[config.mk]
export PLATFORM = sky130hd
export DESIGN_NAME = rgb_to_ycbcr_block_builder_unit
export DESIGN_NICKNAME = d
export VERILOG_FILES = /design/src/rtl/rybb_pkg.sv /design/src/rtl/rybb_ram.sv /design/src/rtl/rgb_to_ycbcr_block_builder_unit.sv
export SDC_FILE = /design/constraint.sdc
export NUM_CORES = 2
export LEC_CHECK = 0
export BUFFER_PORTS_ARGS = -buffer_cell sky130_fd_sc_hd__buf_4
export CORE_MARGIN = 2
export CORE_UTILIZATION = 45
export DETAILED_ROUTE_END_ITERATION = 10
export GPL_ROUTABILITY_DRIVEN = 0
export SKIP_LAST_GASP = 1
export SYNTH_ARGS = -nofsm -noshare
export SYNTH_HDL_FRONTEND = slang
export SYNTH_HIERARCHICAL = 1
export SYNTH_SLANG_ARGS = --single-unit
[constraint.sdc]
create_clock -name clk_i -period 18.5 [get_ports clk_i]
set_clock_uncertainty 0.2 [all_clocks]
set_input_delay 3.7 -clock clk_i [delete_from_list [all_inputs] [get_ports clk_i]]
set_output_delay 3.7 -clock clk_i [all_outputs]
set_load 0.02 [all_outputs]
[src/rtl/rybb_pkg.sv]
// Shared types, constants and color-math helpers for the RGB to YCbCr block builder.
`timescale 1ns / 1ps
`default_nettype none

package rybb_pkg;

  localparam int unsigned BLOCK_SAMPLES_DEF = 64;

  // Width of the weighted sums: 255 * 256 fits in 16 bits plus sign.
  localparam int unsigned SUM_W = 18;

  // BT.601 integer weights, scaled by 256.
  localparam logic signed [SUM_W-1:0] W_Y_R  = 18'sd77;
  localparam logic signed [SUM_W-1:0] W_Y_G  = 18'sd150;
  localparam logic signed [SUM_W-1:0] W_Y_B  = 18'sd29;
  localparam logic signed [SUM_W-1:0] W_CB_R = -18'sd43;
  localparam logic signed [SUM_W-1:0] W_CB_G = -18'sd85;
  localparam logic signed [SUM_W-1:0] W_CB_B = 18'sd128;
  localparam logic signed [SUM_W-1:0] W_CR_R = 18'sd128;
  localparam logic signed [SUM_W-1:0] W_CR_G = -18'sd107;
  localparam logic signed [SUM_W-1:0] W_CR_B = -18'sd21;

  localparam logic signed [SUM_W-1:0] CHROMA_BIAS = 18'sd128;
  localparam logic signed [SUM_W-1:0] BYTE_MAX    = 18'sd255;
  localparam logic [7:0]              BIAS_BYTE   = 8'd128;

  // Packed store word: Y in the low byte, then Cb, then Cr.
  localparam int unsigned WORD_W = 24;

  typedef enum logic [0:0] {
    KIND_PIXEL = 1'b0,
    KIND_PULL  = 1'b1
  } kind_e;

  typedef enum logic [1:0] {
    BT_Y  = 2'd0,
    BT_CB = 2'd1,
    BT_CR = 2'd2
  } block_type_e;

  typedef enum logic [2:0] {
    PEND_NONE = 3'b000,
    PEND_CR   = 3'b100,
    PEND_CBCR = 3'b110,
    PEND_ALL  = 3'b111
  } pending_e;

  // Floor shift by 8, optional chroma bias, clamp to 0..255.
  function automatic logic [7:0] clamp_component(input logic signed [SUM_W-1:0] sum,
                                                 input logic add_bias);
    logic signed [SUM_W-1:0] sh;
    sh = (sum >>> 8) + (add_bias ? CHROMA_BIAS : 18'sd0);
    if (sh < 18'sd0) begin
      return 8'd0;
    end else if (sh > BYTE_MAX) begin
      return 8'hFF;
    end else begin
      return sh[7:0];
    end
  endfunction

endpackage

`default_nettype wire

[src/rtl/rybb_ram.sv]
// Generic simple dual-port RAM with one write port and one registered read port.
`timescale 1ns / 1ps
`default_nettype none

module rybb_ram #(
  parameter int unsigned WIDTH = 8,
  parameter int unsigned DEPTH = 64
) (
  input  wire logic                     clk_i,
  input  wire logic                     we_i,
  input  wire logic [$clog2(DEPTH)-1:0] waddr_i,
  input  wire logic [WIDTH-1:0]         wdata_i,
  input  wire logic                     re_i,
  input  wire logic [$clog2(DEPTH)-1:0] raddr_i,
  output logic      [WIDTH-1:0]         rdata_o
);

  logic [WIDTH-1:0] mem [DEPTH];
  logic [WIDTH-1:0] rdata_q;

  always_ff @(posedge clk_i) begin
    if (we_i) begin
      mem[waddr_i] <= wdata_i;
    end
    if (re_i) begin
      rdata_q <= mem[raddr_i];
    end
  end

  assign rdata_o = rdata_q;

endmodule

`default_nettype wire

[src/rtl/rgb_to_ycbcr_block_builder_unit.sv]
// Top level: RGB to YCbCr conversion with 8x8 block assembly and sample readout.
// Path: an accepted word moves through stage A, stage B and the output register.
// Throughput: one word per cycle unless the output stalls, pixels and pulls mixed
//   freely; the store's single write port and single registered read port set this.
// Reset (async, active low): fill count, pending flags, readout position and
//   pipeline valids clear; the block store contents stay undefined, no clear pass.
`timescale 1ns / 1ps
`default_nettype none

module rgb_to_ycbcr_block_builder_unit #(
  parameter int unsigned BLOCK_SAMPLES = rybb_pkg::BLOCK_SAMPLES_DEF
) (
  input  wire logic              clk_i,
  input  wire logic              rst_ni,
  // input channel
  input  wire logic              in_vld_i,
  output logic                   in_stall_o,
  input  wire logic              kind_i,
  input  wire logic [7:0]        red_i,
  input  wire logic [7:0]        green_i,
  input  wire logic [7:0]        blue_i,
  // output channel
  output logic                   out_vld_o,
  input  wire logic              out_stall_i,
  output logic                   pixel_taken_o,
  output logic                   sample_valid_o,
  output logic signed [8:0]      sample_o,
  output logic        [1:0]      block_type_o,
  output logic        [5:0]      element_index_o,
  output logic                   last_of_block_o
);

  localparam int unsigned IDX_W = $clog2(BLOCK_SAMPLES);
  localparam logic [IDX_W-1:0] LAST_IDX = IDX_W'(BLOCK_SAMPLES - 1);
  localparam int unsigned SW = rybb_pkg::SUM_W;

  // Stage A: word accepted, store read in flight for pulls.
  typedef struct packed {
    logic                      taken;
    logic                      sval;
    rybb_pkg::block_type_e     phase;
    logic [IDX_W-1:0]          idx;
    logic                      last;
    logic [7:0]                r;
    logic [7:0]                g;
    logic [7:0]                b;
  } stage_a_t;

  // Stage B: weighted sums ready, pulled sample selected.
  typedef struct packed {
    logic                      taken;
    logic                      sval;
    rybb_pkg::block_type_e     phase;
    logic [IDX_W-1:0]          idx;
    logic                      last;
    logic signed [8:0]         smp;
    logic signed [SW-1:0]      y_sum;
    logic signed [SW-1:0]      cb_sum;
    logic signed [SW-1:0]      cr_sum;
  } stage_b_t;

  // ---------------------------------------------------------------------------
  // Control state: fill position, pending flags, readout position
  // ---------------------------------------------------------------------------
  logic [IDX_W-1:0]        fill_q, fill_d;
  rybb_pkg::pending_e      pending_q, pending_d;
  rybb_pkg::block_type_e   phase_q, phase_d;
  logic [IDX_W-1:0]        emit_idx_q, emit_idx_d;

  logic a_v_q, b_v_q, out_v_q;
  stage_a_t a_q, a_d;
  stage_b_t b_q, b_d;

  logic out_open, b_adv, a_adv, accept;
  logic busy;

  // Stall ripples back only through full stages, so bubbles soak it up.
  assign out_open   = !out_v_q || !out_stall_i;
  assign b_adv      = !b_v_q || out_open;
  assign a_adv      = !a_v_q || b_adv;
  assign in_stall_o = !a_adv;
  assign accept     = in_vld_i && a_adv;
  assign busy       = (pending_q != rybb_pkg::PEND_NONE);

  // Store ports
  logic                                ram_we, ram_re;
  logic [IDX_W-1:0]                    ram_waddr;
  logic [rybb_pkg::WORD_W-1:0]         ram_wdata, ram_rdata;
  logic [IDX_W-1:0]                    b_waddr_q;

  always_comb begin
    fill_d     = fill_q;
    pending_d  = pending_q;
    phase_d    = phase_q;
    emit_idx_d = emit_idx_q;
    ram_re     = 1'b0;

    a_d       = '0;
    a_d.phase = rybb_pkg::BT_Y;
    a_d.r     = red_i;
    a_d.g     = green_i;
    a_d.b     = blue_i;
    a_d.idx   = fill_q;

    if (accept) begin
      if (rybb_pkg::kind_e'(kind_i) == rybb_pkg::KIND_PIXEL) begin
        // Pixels are refused while any block still waits to be read out.
        if (!busy) begin
          a_d.taken = 1'b1;
          if (fill_q == LAST_IDX) begin
            fill_d     = '0;
            pending_d  = rybb_pkg::PEND_ALL;
            phase_d    = rybb_pkg::BT_Y;
            emit_idx_d = '0;
          end else begin
            fill_d = fill_q + 1'b1;
          end
        end
      end else if (busy) begin
        ram_re     = 1'b1;
        a_d.sval   = 1'b1;
        a_d.phase  = phase_q;
        a_d.idx    = emit_idx_q;
        a_d.last   = (emit_idx_q == LAST_IDX);
        if (emit_idx_q == LAST_IDX) begin
          emit_idx_d = '0;
          unique case (phase_q)
            rybb_pkg::BT_Y: begin
              phase_d   = rybb_pkg::BT_CB;
              pending_d = rybb_pkg::PEND_CBCR;
            end
            rybb_pkg::BT_CB: begin
              phase_d   = rybb_pkg::BT_CR;
              pending_d = rybb_pkg::PEND_CR;
            end
            default: begin
              phase_d   = rybb_pkg::BT_Y;
              pending_d = rybb_pkg::PEND_NONE;
            end
          endcase
        end else begin
          emit_idx_d = emit_idx_q + 1'b1;
        end
      end
    end
  end

  // ---------------------------------------------------------------------------
  // Stage A -> B: constant-weight sums, sample pick from the store word
  // ---------------------------------------------------------------------------
  logic signed [SW-1:0] r_s, g_s, b_s;
  logic [7:0]           pick;

  assign r_s = $signed({{(SW-8){1'b0}}, a_q.r});
  assign g_s = $signed({{(SW-8){1'b0}}, a_q.g});
  assign b_s = $signed({{(SW-8){1'b0}}, a_q.b});

  always_comb begin
    unique case (a_q.phase)
      rybb_pkg::BT_Y:  pick = ram_rdata[7:0];
      rybb_pkg::BT_CB: pick = ram_rdata[15:8];
      default:         pick = ram_rdata[23:16];
    endcase

    b_d        = '0;
    b_d.taken  = a_q.taken;
    b_d.sval   = a_q.sval;
    b_d.phase  = a_q.phase;
    b_d.idx    = a_q.idx;
    b_d.last   = a_q.last;
    b_d.y_sum  = rybb_pkg::W_Y_R * r_s + rybb_pkg::W_Y_G * g_s + rybb_pkg::W_Y_B * b_s;
    b_d.cb_sum = rybb_pkg::W_CB_R * r_s + rybb_pkg::W_CB_G * g_s + rybb_pkg::W_CB_B * b_s;
    b_d.cr_sum = rybb_pkg::W_CR_R * r_s + rybb_pkg::W_CR_G * g_s + rybb_pkg::W_CR_B * b_s;
    // Y is unsigned, chroma is stored already offset by -128.
    if (a_q.phase == rybb_pkg::BT_Y) begin
      b_d.smp = $signed({1'b0, pick});
    end else begin
      b_d.smp = $signed({pick[7], pick});
    end
  end

  // ---------------------------------------------------------------------------
  // Stage B -> output: shift, clamp, chroma offset, store write
  // ---------------------------------------------------------------------------
  logic [7:0] y_byte, cb_byte, cr_byte;

  assign y_byte  = rybb_pkg::clamp_component(b_q.y_sum, 1'b0);
  assign cb_byte = 8'(rybb_pkg::clamp_component(b_q.cb_sum, 1'b1) - rybb_pkg::BIAS_BYTE);
  assign cr_byte = 8'(rybb_pkg::clamp_component(b_q.cr_sum, 1'b1) - rybb_pkg::BIAS_BYTE);

  assign ram_we    = b_v_q && out_open && b_q.taken;
  assign ram_waddr = b_waddr_q;
  assign ram_wdata = {cr_byte, cb_byte, y_byte};

  // Low six bits of the position; zero-extended for small blocks.
  logic [IDX_W+5:0] idx_ext;
  assign idx_ext = {6'b0, b_q.idx};

  logic              taken_q, sval_q, last_q;
  logic signed [8:0] smp_q;
  logic [1:0]        btype_q;
  logic [5:0]        eidx_q;

  // Control registers
  always_ff @(posedge clk_i or negedge rst_ni) begin
    if (!rst_ni) begin
      fill_q     <= '0;
      pending_q  <= rybb_pkg::PEND_NONE;
      phase_q    <= rybb_pkg::BT_Y;
      emit_idx_q <= '0;
      a_v_q      <= 1'b0;
      b_v_q      <= 1'b0;
      out_v_q    <= 1'b0;
    end else begin
      fill_q     <= fill_d;
      pending_q  <= pending_d;
      phase_q    <= phase_d;
      emit_idx_q <= emit_idx_d;
      if (a_adv)    a_v_q   <= in_vld_i;
      if (b_adv)    b_v_q   <= a_v_q;
      if (out_open) out_v_q <= b_v_q;
    end
  end

  // Payload registers
  always_ff @(posedge clk_i) begin
    if (accept) begin
      a_q <= a_d;
    end
    if (b_adv && a_v_q) begin
      b_q       <= b_d;
      b_waddr_q <= a_q.idx;
    end
    if (out_open && b_v_q) begin
      taken_q <= b_q.taken;
      sval_q  <= b_q.sval;
      smp_q   <= b_q.sval ? b_q.smp : 9'sd0;
      btype_q <= b_q.sval ? b_q.phase : rybb_pkg::BT_Y;
      eidx_q  <= b_q.sval ? idx_ext[5:0] : 6'd0;
      last_q  <= b_q.sval && b_q.last;
    end
  end

  rybb_ram #(
    .WIDTH (rybb_pkg::WORD_W),
    .DEPTH (BLOCK_SAMPLES)
  ) u_store (
    .clk_i   (clk_i),
    .we_i    (ram_we),
    .waddr_i (ram_waddr),
    .wdata_i (ram_wdata),
    .re_i    (ram_re),
    .raddr_i (emit_idx_q),
    .rdata_o (ram_rdata)
  );

  assign out_vld_o       = out_v_q;
  assign pixel_taken_o   = taken_q;
  assign sample_valid_o  = sval_q;
  assign sample_o        = smp_q;
  assign block_type_o    = btype_q;
  assign element_index_o = eidx_q;
  assign last_of_block_o = last_q;

  // ---------------------------------------------------------------------------
  // Assertions
  // ---------------------------------------------------------------------------
  // Blocks drain in Y, Cb, Cr order, so only these flag patterns occur.
  a_pending_order: assert property (@(posedge clk_i) disable iff (!rst_ni)
    pending_q == rybb_pkg::PEND_NONE || pending_q == rybb_pkg::PEND_ALL ||
    pending_q == rybb_pkg::PEND_CBCR || pending_q == rybb_pkg::PEND_CR)
    else $error("pending flags out of order");

  // The fill position stays at zero while blocks are pending.
  a_fill_idle: assert property (@(posedge clk_i) disable iff (!rst_ni)
    busy |-> fill_q == '0)
    else $error("fill position moved while blocks pending");

  // Late pixel writes never hit the entry being read out.
  a_no_rw_clash: assert property (@(posedge clk_i) disable iff (!rst_ni)
    (ram_we && ram_re) |-> ram_waddr != emit_idx_q)
    else $error("store read and write collide");

  // A word is either a taken pixel or a sample, never both.
  a_one_kind: assert property (@(posedge clk_i) disable iff (!rst_ni)
    out_v_q |-> !(taken_q && sval_q))
    else $error("pixel and sample flagged together");

  // Luma samples are never negative.
  a_luma_sign: assert property (@(posedge clk_i) disable iff (!rst_ni)
    (out_v_q && sval_q && btype_q == rybb_pkg::BT_Y) |-> !smp_q[8])
    else $error("negative luma sample");

endmodule

`default_nettype wire

==> reports/summary.md <==
STA classifies the critical path startpoint as an input port. The tools report the maximum resistive drop on vdd as 0.000182 V. Before CTS, the worst setup slack after placement is 10.41 ns.

TritonCTS built the clock tree. The maximum number of buffers from clock root to sink was 3; the number of warnings issued by yosys was 6. The via count of the first global-routing pass was 36312; the overall power was 11500 uW. Dominant cell type by count on the critical path: buf_4. The logs give 3478 for the number of DRC markers in iteration 0 and 3735 for the gate count after technology mapping. The growth of design area from synthesis to finish works out to 12.3%. Number of setup violations in the final report: 0. The routed layout has 35517 vias.

For this design, the CTS-stage hold fixing added 0 buffers. The met1 track demand over resource is 30.7%. For the worst setup path, the data required time is 14.60 ns. The top cell types in the final layout, fill and taps aside, are edfxtp_1, mux4_2, inv_1. The final layout contains 4334 nets. For met3 alone, demand over resource in global routing was 4.26%. The hold violation total from the final report is 0. In the post-route analysis, the smallest setup slack over all paths is 10.43 ns.

After floorplanning, the core was sized to cover 0.159 mm^2. Setup repair after global routing left no endpoint under its margin. The run finished with clean final reports. After clock tree synthesis, the setup repair step added 0 buffers.

Cells fill 51.1% of the core in the end. The number of buffers inserted by port buffering is 50. The worst setup path is captured at an output pin. The netlist uses 68 different library cells. The area of the die came out at 0.164 mm^2.

The worst endpoint data arrival time is 4.17 ns. The tools report the sequential cell area fraction in the yosys report as 69.9%. After synthesis, the mean cell area works out to 19.3 um^2. Entering global routing, the biggest net connects 97 pins. Counting flops with an async set or reset pin after synthesis yields a share of 1.19%. Layer with the highest usage after global routing: met2.

For this run, the total global-route usage over all layers was measured as 21.8%. Derived from the worst setup path, the maximum achievable clock frequency is 0.124 GHz. 51 I/O pins were placed. The buffer cell driving the clock tree root is clkbuf_16. The synthesized design contains 1664 enable-type register cells. For the net count of the mapped netlist, the log shows 4136. Dividing the final minimum period by the clock period gives 43.6%. The instance count after placement with tap cells included was 5829. The row count is 146. The most used flip-flop cell after synthesis is edfxtp_1. The critical path goes through buf_4 -> nand4_1 -> inv_1 -> buf_4.

Dividing the detail-routed wire length by the instance count gives 28.5 um. The setup path with the least slack is of type in -> out. The fraction of final layout cells sized beyond drive strength 1 works out to 22.9%. On the critical path, the stage with the largest delay is an instance of buf_4.

For this design the ratio of total power to cell area is 142 mW/mm^2. The mean number of vias per cell is 5.78. In this run, synthesis produced a sequential element count of 1684. The die height came out at 404 um. The max-slew violation count is 0.

The die span in x is 404 um. The headroom to the max-slew limit came out at 8.21%. The worst hold path belongs to the class reg -> reg. The number of clock buffers inserted by TritonCTS was 174. Summed over all nets, the half-perimeter wirelength after detailed placement is 107000 um.

Summed over all failing endpoints, the final setup total negative slack is 0 ns. Met2 demand-to-capacity share in global routing: 34.9%. The leakage dissipation was 0.0268 uW.

The library cell used most frequently in the layout, excluding fill and tap cells, is edfxtp_1. Counting every sink on the clock net gives 1684. The max-capacitance violation count is 0, and the fill cell instance count of the final layout is 12600. The run gives 4 as the number of antenna violations at the first check in global routing. At the pin with the least slew margin, the transition time is 1.38 ns. The count of cells resized by post-cts repair came out at 0. In this run the worst path has a maximum fanout of 4. The run gives 0 as the count of unresolved DRC violations after routing. Subtracting the final worst setup slack from the clock period gives 8.07 ns.

The longest individual stage delay on the worst path came out at 0.15 ns. The total wirelength of the detailed-routed design was 175000 um; the first-pass detailed-route iteration total was 8. The global-route wire length before repair is 255000 um, and the number of H-tree levels is 4. The finished layout holds 6148 standard cells, fillers aside. For the worst-skew pair, the clock arrives at the later sink with an insertion delay of 0.81 ns. Summing every instance area after synthesis gives 0.0722 mm^2. Global routing finished with a remaining overflow of 0. The clock-pin transition on the worst setup and hold timing paths came out at 0.06 ns. The initial utilization of the core area, before any placement, comes to 45.5%.

The count of nets left with antenna violations once routing finished came out at 0.
-- metrics by stage --
step	hold slack [ns]	area (um^2)
final	0.220	81100
after global routing	0.225	81100
after CTS	0.222	81100
after detailed placement	0.206	75500
after global placement	0.203	75500
after floorplan	0.200	72200
-- synthesized netlist by cell type, types with 12 or more instances --
| library cell | number | area, um^2 |
|---|---|---|
| o21ai_0 | 26 | 130 |
| nand3_1 | 36 | 180 |
| a21oi_1 | 49 | 245 |
| mux2_2 | 54 | 608 |
| nand2_1 | 86 | 323 |
| a31oi_1 | 15 | 93.8 |
| nor2b_1 | 12 | 75.1 |
| o21a_1 | 27 | 203 |
| mux4_2 | 355 | 8000 |
| and2_1 | 27 | 169 |
| a22oi_1 | 29 | 218 |
| clkbuf_1 | 47 | 176 |
| a21o_1 | 12 | 90.1 |
| or2_2 | 12 | 75.1 |
| o21ai_1 | 17 | 85.1 |
| xor2_1 | 15 | 131 |
| xnor2_1 | 23 | 201 |
| a221oi_1 | 52 | 455 |
| buf_2 | 45 | 225 |
| buf_4 | 31 | 233 |
| nor2_1 | 126 | 473 |
| edfxtp_1 | 1664 | 50000 |
| and3_1 | 25 | 156 |
| ha_1 | 218 | 2730 |
| mux2i_1 | 102 | 1020 |
| o22ai_1 | 53 | 332 |
| nand2b_1 | 14 | 87.6 |
| or3_1 | 12 | 75.1 |
| inv_1 | 275 | 1030 |
| buf_1 | 13 | 48.8 |
| fa_1 | 154 | 3080 |
| dfrtp_1 | 20 | 500 |
-- kinds of logic after synthesis --
group	count (synthesis)	synth area share [%]
muxes	511	13.3
and+or+nand+nor	389	2.67
xor gates and xnor gates	38	0.461
adders and majority gates	372	8.05
DFF	1684	69.9
buffers and inverters	425	2.56
AOI/OAI and AO/OA	316	2.98
-- final timing paths --
| kind | startpoint | end | slack [ns] | cells after the start |
|---|---|---|---|---|
| setup / recovery | out_stall_i | in_stall_o | 10.43 | 4 |
| hold / removal | a_q[29]$_DFFE_PP_ | b_waddr_q[4]$_DFFE_PP_ | 0.22 | 0 |
| setup reg to reg | a_q[9]$_DFFE_PP_ | b_q[50]$_DFFE_PP_ | 11.37 | 26 |
| hold reg to reg | a_q[29]$_DFFE_PP_ | b_waddr_q[4]$_DFFE_PP_ | 0.22 | 0 |
| max in group asynchronous | rst_ni | emit_idx_q[1]$_DFFE_PN0P_ | 15.27 | 1 |
| min in group asynchronous | rst_ni | phase_q[0]$_DFFE_PN0P_ | 2.58 | 1 |
-- final cells by class --
class | instances | area, um^2 | share of cell area, %
Antenna cell | 1 | 2.50 | 0.00309
Inverter | 278 | 1040 | 1.29
Multi-Input combinational cell | 1626 | 20100 | 24.8
Clock inverter | 113 | 1030 | 1.27
Clock buffer | 205 | 4490 | 5.54
Sequential cell | 1684 | 50500 | 62.3
Timing Repair Buffer | 169 | 1320 | 1.63
Tap cell | 2072 | 2590 | 3.20
-- registers in the layout, summed over array words and instances, names as in the netlist, 2 cells and up --
signal / cells
u_store/mem: 1536
b_q: 43
a_q: 35
u_store/rdata_o: 24
sample_o: 9
b_waddr_q: 6
element_index_o: 6
emit_idx_q: 6
fill_q: 6
pending_q: 3
block_type_o: 2
phase_q: 2
-- where the power goes --
group	internal, uW	total (uW)	switching [uW]
combinational	938	2920	1980
clock	1920	3390	1470
sequential	5150	5220	70.8
total	8010	11500	3520
-- critical path: cells and delay by family --
kind / cells / cell delay (ns)
buffers and inverters: 3 / 0.33
and+or+nand+nor: 1 / 0.14
-- layer usage --
metal / part of all wire, % / vias up / routed length, um
li1: - / 15173 / -
met1: 42 / 18894 / 73500
met2: 48 / 1213 / 84800
met3: 7.4 / 237 / 13000
met4: 2.3 / 0 / 4110
met5: 0 / - / 0
No activity file was read; power rests on OpenSTA's default activity.
